$ cat src/design/vbtk_ram.sv
// generic simple dual port ram with registered read
module vbtk_ram #(
  parameter int unsigned WIDTH = 8,
  parameter int unsigned DEPTH = 16
) (
  input  logic                                   clk,
  input  logic                                   wr_en,
  input  logic [(DEPTH > 1 ? $clog2(DEPTH) : 1)-1:0] wr_addr,
  input  logic [WIDTH-1:0]                       wr_data,
  input  logic                                   rd_en,
  input  logic [(DEPTH > 1 ? $clog2(DEPTH) : 1)-1:0] rd_addr,
  output logic [WIDTH-1:0]                       rd_data
);

  logic [WIDTH-1:0] mem [DEPTH];

  always_ff @(posedge clk) begin
    if (wr_en) begin
      mem[wr_addr] <= wr_data;
    end
    if (rd_en) begin
      rd_data <= mem[rd_addr];
    end
  end

endmodule

$ cat config.mk
export PLATFORM = sky130hd
export DESIGN_NAME = vbtk_ram
export DESIGN_NICKNAME = d
export VERILOG_FILES = /design/src/design/vbtk_ram.sv
export SDC_FILE = /design/constraint.sdc
export NUM_CORES = 1
export LEC_CHECK = 0
export BUFFER_PORTS_ARGS = -buffer_cell sky130_fd_sc_hd__buf_2
export CAP_MARGIN = 25
export CORE_UTILIZATION = 42
export CTS_CLUSTER_DIAMETER = 100
export DETAILED_ROUTE_END_ITERATION = 8
export HOLD_SLACK_MARGIN = 0.05
export PLACE_DENSITY = 0.65
export SLEW_MARGIN = 10
export SYNTH_ARGS = -nofsm -noshare
export SYNTH_HDL_FRONTEND = slang
export SYNTH_SLANG_ARGS = --single-unit
$ cat constraint.sdc
create_clock -name clk -period 2.3 [get_ports clk]
set_input_delay 0.46 -clock clk [delete_from_list [all_inputs] [get_ports clk]]
set_output_delay 0.46 -clock clk [all_outputs]
set_load 0.02 [all_outputs]
== Word level (Yosys, flattened, before mapping) ==
Memory sizes are Yosys's and may differ from the RTL's. A register that Yosys moved wholly into a read port is not among the register bits.
Cells that the tools add are included.
Word-level totals
  output and inout bits: 8
  bits of input ports: 19
  bits in latches: 0
  ROM bits: 0
  flip-flop bits (word level): 0
  bits in writable memories: 128
  memories: 1
  word-level logic and storage cells: 3
Memories
  mem: words 16, width 8, rd ports 1, clocked after memory_dff 1, write ports 1, RTL line 15  | logic [WIDTH-1:0] mem [DEPTH];
Cells by class
  mux-type cells: 2
  shift operators: 0
  $lt $le $gt $ge: 0
  reduce and logical (&&, ||, !) cells: 0
  add/subtract/negate cells: 0
  $mul: 0
  bitwise logic cells: 0
  divide/modulo/power cells: 0
  eq/ne operators: 0
Operators by type and width (number)
  2-to-1 mux 1 bit: 2

== Logic depth before layout (Yosys ltp) ==
Gate-level depths: netlist of run 1.
  depth after elaboration: 2
  gate-level depth with buffers: 5
  depth with buffers taken out: 3

== Worst setup path before layout of run 1 ==
No wires, ideal clock.
  path type: input -> register
  start: input port wr_addr[2] (netlist bit)
  end: memory mem[0][0], enable pin
  setup time: 0.383 ns
  cell stages on the path: 2
  arrival: 1.570 ns
  required time: 1.917 ns
  path buffers: 0
  path slack: 0.347 ns
  path through: or3b_2 > nor3_1
RTL lines
  start, declared: RTL line 8  | input logic [(DEPTH > 1 ? $clog2(DEPTH) : 1)-1:0] wr_addr,
  end, declared: RTL line 15
No word-level cell before the write port.

==> results of run 1 <==
==> power groups by stage <==
stage                     Clock (W)  Combinational (W)  Sequential, W
final                       0.00276           0.000263        0.00281
after floorplan                   0           0.000141        0.00287
after CTS                   0.00279           0.000270        0.00281
after global placement            0           0.000264        0.00286
after detailed placement          0           0.000269        0.00286
after global routing        0.00289           0.000286        0.00281
==> sequential cells by signal (all words and copies together) (netlist names) <==
register,cells
rd_data,8
mem,128
==> cell type report <==
class                           count  area, sq um  area share
Clock inverter                     12          178      0.0283
Tap cell                          168          210      0.0335
Sequential cell                   136         4080       0.651
Multi-Input combinational cell     83         1060       0.169
Clock buffer                       18          429      0.0684
Timing Repair Buffer               47          313      0.0499
==> placed cells by master (no fill, tap or decap), types with 4 or more instances in the layout <==
cell type | Yosys | layout
edfxtp_1 | 136 | 136
mux4_2 | 18 | 18
mux4_1 | 14 | 14
nor2_1 | 13 | 13
nand2_1 | 9 | 9
bufinv_16 | 0 | 4
nor3_1 | 4 | 4
buf_4 | 1 | 19
a22oi_1 | 16 | 16
clkbuf_16 | 0 | 17
buf_2 | 3 | 26
==> cell usage after synthesis, drive strengths merged <==
master	count	area, sq um
a22oi	16	120
and2	1	6.26
and2b	1	7.51
buf	7	56.3
clkdlybuf4s25	3	30.0
edfxtp	136	4080
mux4	32	773
nand2	9	33.8
nand2b	2	12.5
nand3	1	5.00
nand3b	2	15.0
nor2	13	48.8
nor2b	1	6.26
nor3	4	20.0
or3b	1	8.76
==> cells by family after synthesis <==
group | Yosys count | synth area share
flops | 136 | 0.781
mux | 32 | 0.148
simple gates | 35 | 0.0314
compound gates | 16 | 0.0230
buf+inv | 10 | 0.0165
==> final timing paths <==
| kind | to | slack [ns] | depth (start not counted) |
|---|---|---|---|
| setup reg to reg | rd_data[4] | 0.83 | 3 |
| hold / removal | mem[4][7] | 0.43 | 1 |
| hold reg to reg | rd_data[1] | 0.75 | 3 |
| setup / recovery | rd_data[1] | 0.71 | 5 |
==> layer usage <==
| metal | wire length, um | track usage | up-vias |
|---|---|---|---|
| met5 | 0 | 0 | - |
| met4 | 107 | 0.0570 | 0 |
| met3 | 577 | 0.0473 | 11 |
| met2 | 4650 | 0.258 | 72 |
| met1 | 4150 | 0.219 | 1256 |
| li1 | - | - | 1091 |
==> metrics by stage <==
stage          setup slack [ns]   util  hold slack [ns]  instances
2_1_floorplan             0.347      -            0.559        229
3_3_place_gp              0.292  0.470            0.733        434
3_5_place_dp              0.281  0.470            0.745        434
4_1_cts                   0.695  0.520            0.423        464
5_1_grt                   0.649  0.520            0.431        464
6_report                  0.714  0.520            0.432        464
==> critical path: cells and delay by family <==
kind            cells  cell delay, ns
compound gates      1            0.27
simple gates        1            0.08
mux                 1            0.57
buf+inv             2            0.33
==> flow_summary.ini, run 1 <==
[run_status]
status = finished clean

[timing]
setup_viol_count_final = 0
maxSlewHeadroom = 0.704
skew_ns = 0.00926
finalMaxSlewViolations = 0
worstMarginPinSlew_ns = 0.444
rsz0062_at_grt = no
hold_viol = 0
fin_crit_sh = 0.690
period_minus_slack_ns = 1.59
finalSetupTns_ns = 0
max_freq_mhz = 630

[clocking]
cts.clk_slew.worst_paths_ns = 0.06
clk_path_buf_depth = 2
postCtsSetupBuffers = 0
tritoncts = built
numCtsBuffers = 17
htree_levels = 4
clk-insertion-delay-late_ns = 0.40
numClockSinks = 136
cts.repair.resized = 0
hold_buffers = 0
cts_root_buffer = clkbuf_16

[synthesis]
avgSynthCellArea_sq_um = 22.8
ys_seq_elements = 136
synth.net_count = 248
syn-cell-area_sq_um = 5230
yosysWarnings = 0
synth_cell_types = 18
syn_inst = 229
seq_area_frac_synth = 0.781

[critical_path]
path_cells = buf_2 > buf_12 > mux4_1 > a22oi_1 > nand2_1
cp_slowest_cell = mux4_1
r2r_start = mem[10][4]
crit_start = rd_addr[0]
endpoint_kind = register
cp.arrival_ns = 1.73
critPathKind = primary input to register
worstPathMaxFanout = 23
worstPathRequired_ns = 2.45
cp-start-kind = primary input
cp_slowest_stage_delay_ns = 0.57

[power_and_ir_drop]
swShare = 0.193
vdd_drop_max_mv = 0.656
seqPwrFrac = 0.482
clockPowerShare = 0.473
p_leak_nw = 2.13
p_int_w = 0.00471
power_density_nw_per_um2 = 930
power.total_w = 0.00583
p_comb_frac = 0.045
switching_power_w = 0.00112

[final_layout]
area_growth_pct = 20.0
nNetsFinal = 304
final_area_sq_um = 6270
antennaDiodeCount = 0
drive_gt1_frac = 0.321
fillCellCount = 922

[place]
port-buffer-count = 26
gp_congestion = 0.725
dp_hpwl_um = 6080
dpl_cell_area_sq_um = 5660

[routing]
vias_per_cell = 5.24
vias = 2430
drt_wl_total_um = 9480
drc = 0
firstDrtPassIters = 4
first_iter_violations = 133
drtAntennaViolNets = 0
post_drt_wl_per_cell_um = 20.4

[die]
ios = 27
core_area_sq_um = 12100
start_util = 0.433
rows = 40
die_h_um = 114
die_x_um = 114
die-area_sq_um = 12900

[global_route]
grt_pass1_vias = 2560
grt_max_degree = 33
grt.overflow.total = 0
grt_pass1_wl_um = 14700
antenna_found_initial = 0
grtUsageTotal = 0.163

[job]
max-cap-violations = 0

[worst_hold_path]
min_from = wr_data[7]
hold_class = primary input to register
Note: power is estimated with default switching activity, not from simulation.
==> run 2, diff against run 1 <==
clock period = 1.6 ns   (was 2.3 ns; I/O delays follow)
==> flow_summary.ini, run 2 (synthesized netlist as in run 1, its figures left out) <==
[run_status]
status = finished clean

[routing]
drt_wl_total_um = 9950
firstDrtPassIters = 4
vias_per_cell = 5.23
first_iter_violations = 165
vias = 2496
drtAntennaViolNets = 0
drc = 0
post_drt_wl_per_cell_um = 20.9

[place]
gp_congestion = 0.707
port-buffer-count = 26
dpl_cell_area_sq_um = 5760
dp_hpwl_um = 6460
place_ws_ns = -0.313
dp.cells = 445

[die]
start_util = 0.433
core_area_sq_um = 12100
die-area_sq_um = 12900
ios = 27
die_x_um = 114
die_h_um = 114
rows = 40

[power_and_ir_drop]
p_comb_frac = 0.050
p_int_w = 0.00636
p_leak_nw = 2.16
clockPowerShare = 0.453
switching_power_w = 0.00176
swShare = 0.217
seqPwrFrac = 0.497
vdd_drop_max_mv = 0.623
power_density_nw_per_um2 = 1280

[clocking]
htree_levels = 4
cts_root_buffer = clkbuf_16
tritoncts = built
cts.repair.resized = 0
numClockSinks = 136
clk-insertion-delay-late_ns = 0.41
numCtsBuffers = 17
hold_buffers = 0
clk_path_buf_depth = 2
postCtsSetupBuffers = 0
cts.clk_slew.worst_paths_ns = 0.06

[global_route]
grt_max_degree = 24
antenna_found_initial = 0
grt_util_met3 = 0.0494
grt_pass1_vias = 2675
gr-usage-met2 = 0.267
use_met1 = 0.240
grtUsageTotal = 0.172
grt.overflow.total = 0
grt_most_used_layer = met2
grt_pass1_wl_um = 15600

[critical_path]
reg2reg_depth = 3
cp.arrival_ns = 1.64
path_cells = buf_2 > buf_4 > mux4_1 > a22oi_1 > nand2_1
critPathKind = primary input to register
crit_buf_inv = 2
crit_start = rd_addr[0]
endpoint_kind = register
r2r_start = mem[8][4]
cp_top_family = multiplexers
cp_slowest_stage_delay_ns = 0.65
cp_slowest_cell = mux4_1
cp-start-kind = primary input
worstPathRequired_ns = 1.75
crit_cells = 5
worstPathMaxFanout = 13

[final_layout]
final_cell_mix = 136 x edfxtp_1, 29 x buf_4, 26 x buf_2
final_common_cell = edfxtp_1
drive_gt1_frac = 0.353
largest_reg_flops = 128
area_growth_pct = 21.1
fin_cells = 477
fillCellCount = 953
regMostFlops = mem
biggestRegsByFlops = mem x128, rd_data x8
final_area_sq_um = 6330
antennaDiodeCount = 0
nNetsFinal = 315

[timing]
setup_viol_count_final = 0
period_minus_slack_ns = 1.49
maxSlewHeadroom = 0.532
worstMarginPinSlew_ns = 0.699
finalMaxSlewViolations = 0
max_freq_mhz = 672
rsz0062_at_grt = no
setup_slack_ns = 0.111
finalSetupTns_ns = 0
fin_crit_sh = 0.931
hold_viol = 0
skew_ns = 0.00797

[worst_hold_path]
hold_depth = 1
hold_class = primary input to register
min_from = rd_en

[job]
max-cap-violations = 0
run 2: cell count changes in the layout (fill, tap and decap cells not counted), moves of 2 or more:
| cell | previous run | this run |
|---|---|---|
| buf_4 | 19 | 29 |
| inv_6 | 1 | 6 |
| bufinv_16 | 4 | 1 |
| clkinv_2 | 3 | 1 |
run 2: path summary, 6_finish.rpt:
path	to	slack, ns
setup / recovery	rd_data[2]	0.11
hold / removal	rd_data[3]	0.28
setup reg to reg	rd_data[4]	0.13
hold reg to reg	rd_data[3]	0.74
run 2: cell type report:
class	count	area, sq um	share of cell area
multi-input cells	83	1060	0.168
repair buffers	58	408	0.0644
well taps	168	210	0.0332
flip-flops and latches	136	4080	0.645
clock inverters	15	141	0.0223
clock buffers	17	425	0.0672
run 2: routing by layer:
| metal | routed length, um | vias to the layer above | share of wire |
|---|---|---|---|
| met2 | 4920 | 82 | 0.49 |
| met5 | 0 | - | 0 |
| met1 | 4380 | 1292 | 0.44 |
| li1 | - | 1116 | - |
| met4 | 58 | 0 | 0.0058 |
| met3 | 593 | 6 | 0.060 |
run 2: through the flow:
stage          total power (W)  hold WS (ns)   util
2_1_floorplan          0.00433         0.419      -
3_3_place_gp           0.00451         0.694  0.478
3_5_place_dp           0.00453         0.696  0.478
4_1_cts                0.00818         0.270  0.525
5_1_grt                0.00839         0.275  0.525
6_report               0.00812         0.283  0.525
run 2: power groups by stage:
stage	combinational, W	sequential (W)	clock [W]
global route	0.000445	0.00404	0.00390
CTS	0.000417	0.00404	0.00373
finish	0.000406	0.00404	0.00368
detailed placement	0.000415	0.00411	0
global placement	0.000403	0.00411	0
floorplan	0.000205	0.00413	0
==> run 3, diff against run 2 <==
CORE_UTILIZATION = 60   (was 42)
PLACE_DENSITY = 0.78   (was 0.65)
==> flow_summary.ini, run 3 (synthesized netlist as in run 1, its figures left out) <==
[routing]
firstDrtPassIters = 5
wl_met1_um = 4210
vias = 2605
drt_wl_total_um = 10900
wl_met2_um = 5530
vias_per_cell = 6.34
highest_layer = met4
met3_length_um = 886
post_drt_wl_per_cell_um = 26.6
first_iter_violations = 266
drc = 0
drtAntennaViolNets = 0

[place]
dp.cells = 380
dpl_cell_area_sq_um = 5680
dp_hpwl_um = 6610
place_ws_ns = -0.281
gp_congestion = 0.759
port-buffer-count = 26

[global_route]
grt_max_degree = 22
grt_pass1_vias = 2670
antenna_found_initial = 0
grtUsageTotal = 0.272
grt.overflow.total = 0
grt_pass1_wl_um = 16100

[final_layout]
final_common_cell = edfxtp_1
drive_gt1_frac = 0.337
biggestRegsByFlops = mem x128, rd_data x8
largest_reg_flops = 128
antennaDiodeCount = 0
regMostFlops = mem
final_area_sq_um = 6210
utilization = 0.744
nNetsFinal = 313
final_cell_mix = 136 x edfxtp_1, 26 x buf_2, 26 x buf_4
area_growth_pct = 18.8
fin_cells = 411

[die]
start_util = 0.627
die_h_um = 95.3
die_x_um = 95.3
rows = 33
die-area_sq_um = 9090
core_area_sq_um = 8340
ios = 27

[critical_path]
cp_top_family = multiplexers
reg2reg_depth = 3
worstPathMaxFanout = 1
r2r_end = rd_data[7]
ff2ff_setup_slack_ns = 0.11
critPathKind = register to register
cp-start-kind = register
endpoint = rd_data[7]
endpoint_kind = register
crit_start = mem[3][7]
crit_cells = 3
worstPathRequired_ns = 1.86
r2r_start = mem[3][7]
crit_buf_inv = 0
cp_slowest_stage_delay_ns = 0.50
cp_slowest_cell = mux4_2
path_cells = mux4_2 > a22oi_1 > nand2_1
cp.arrival_ns = 1.75

[clocking]
postCtsSetupBuffers = 0
tritoncts = built
numCtsBuffers = 17
clk-insertion-delay-late_ns = 0.51
numClockSinks = 136
cts_root_buffer = clkbuf_8
hold_buffers = 0
cts.repair.resized = 0
cts.clk_slew.worst_paths_ns = 0.06
htree_levels = 4
clk_path_buf_depth = 2

[timing]
max_freq_mhz = 672
period_minus_slack_ns = 1.49
setup_viol_count_final = 0
worstMarginPinSlew_ns = 0.746
hold-worst-slack_ns = 0.186
finalMaxSlewViolations = 0
fin_crit_sh = 0.930
hold_viol = 0
rsz0062_at_grt = no
maxSlewHeadroom = 0.501
setup_slack_ns = 0.111
skew_ns = 0.00299

[power_and_ir_drop]
p_leak_nw = 2.13
power_density_nw_per_um2 = 1270
vdd_drop_max_mv = 0.981

[run_status]
status = finished clean

[job]
max-cap-violations = 0

[worst_hold_path]
hold_class = primary input to register
## run 3: worst register-to-register path, stage by stage (launching register included)
cell and delay, ns:
edfxtp_1 0.37, mux4_2 0.50, a22oi_1 0.29, nand2_1 0.09
## run 3: worst min-delay path by stage
| stage | from | to | slack, ns | cells past startpoint |
|---|---|---|---|---|
| after floorplan | wr_data[0] | mem[0][0] | 0.42 | 0 |
| after global placement | rd_en | rd_data[0] | 0.70 | 1 |
| after detailed placement | rd_en | rd_data[0] | 0.70 | 1 |
| after CTS | rd_en | rd_data[7] | 0.16 | 1 |
| after global routing | rd_en | rd_data[0] | 0.17 | 1 |
| final | rd_en | rd_data[4] | 0.19 | 1 |
## run 3: through the flow
step	total power, W	TNS, ns
floorplan	0.00433	0
global placement	0.00450	-1.82
detailed placement	0.00452	-1.99
CTS	0.00793	0
global route	0.00810	0
finish	0.00789	0
## run 3: cell type report
cell class / count / area [sq um]
flip-flops and latches: 136 / 4080
clock buffers: 17 / 414
fillers: 463 / 2130
multi-input cells: 83 / 1060
repair buffers: 56 / 405
clock inverters: 14 / 111
well taps: 105 / 131
## run 3: layer usage
| metal | vias up | track usage |
|---|---|---|
| li1 | 1112 | - |
| met4 | 0 | 0.130 |
| met1 | 1311 | 0.359 |
| met5 | - | 0 |
| met2 | 162 | 0.425 |
| met3 | 20 | 0.0726 |
## run 3: power breakdown
part           switching, W  internal (W)  leakage, nW
sequential        0.0000237       0.00402         1.24
clock               0.00141       0.00202        0.246
combinational      0.000238      0.000179        0.648
total               0.00168       0.00622         2.13
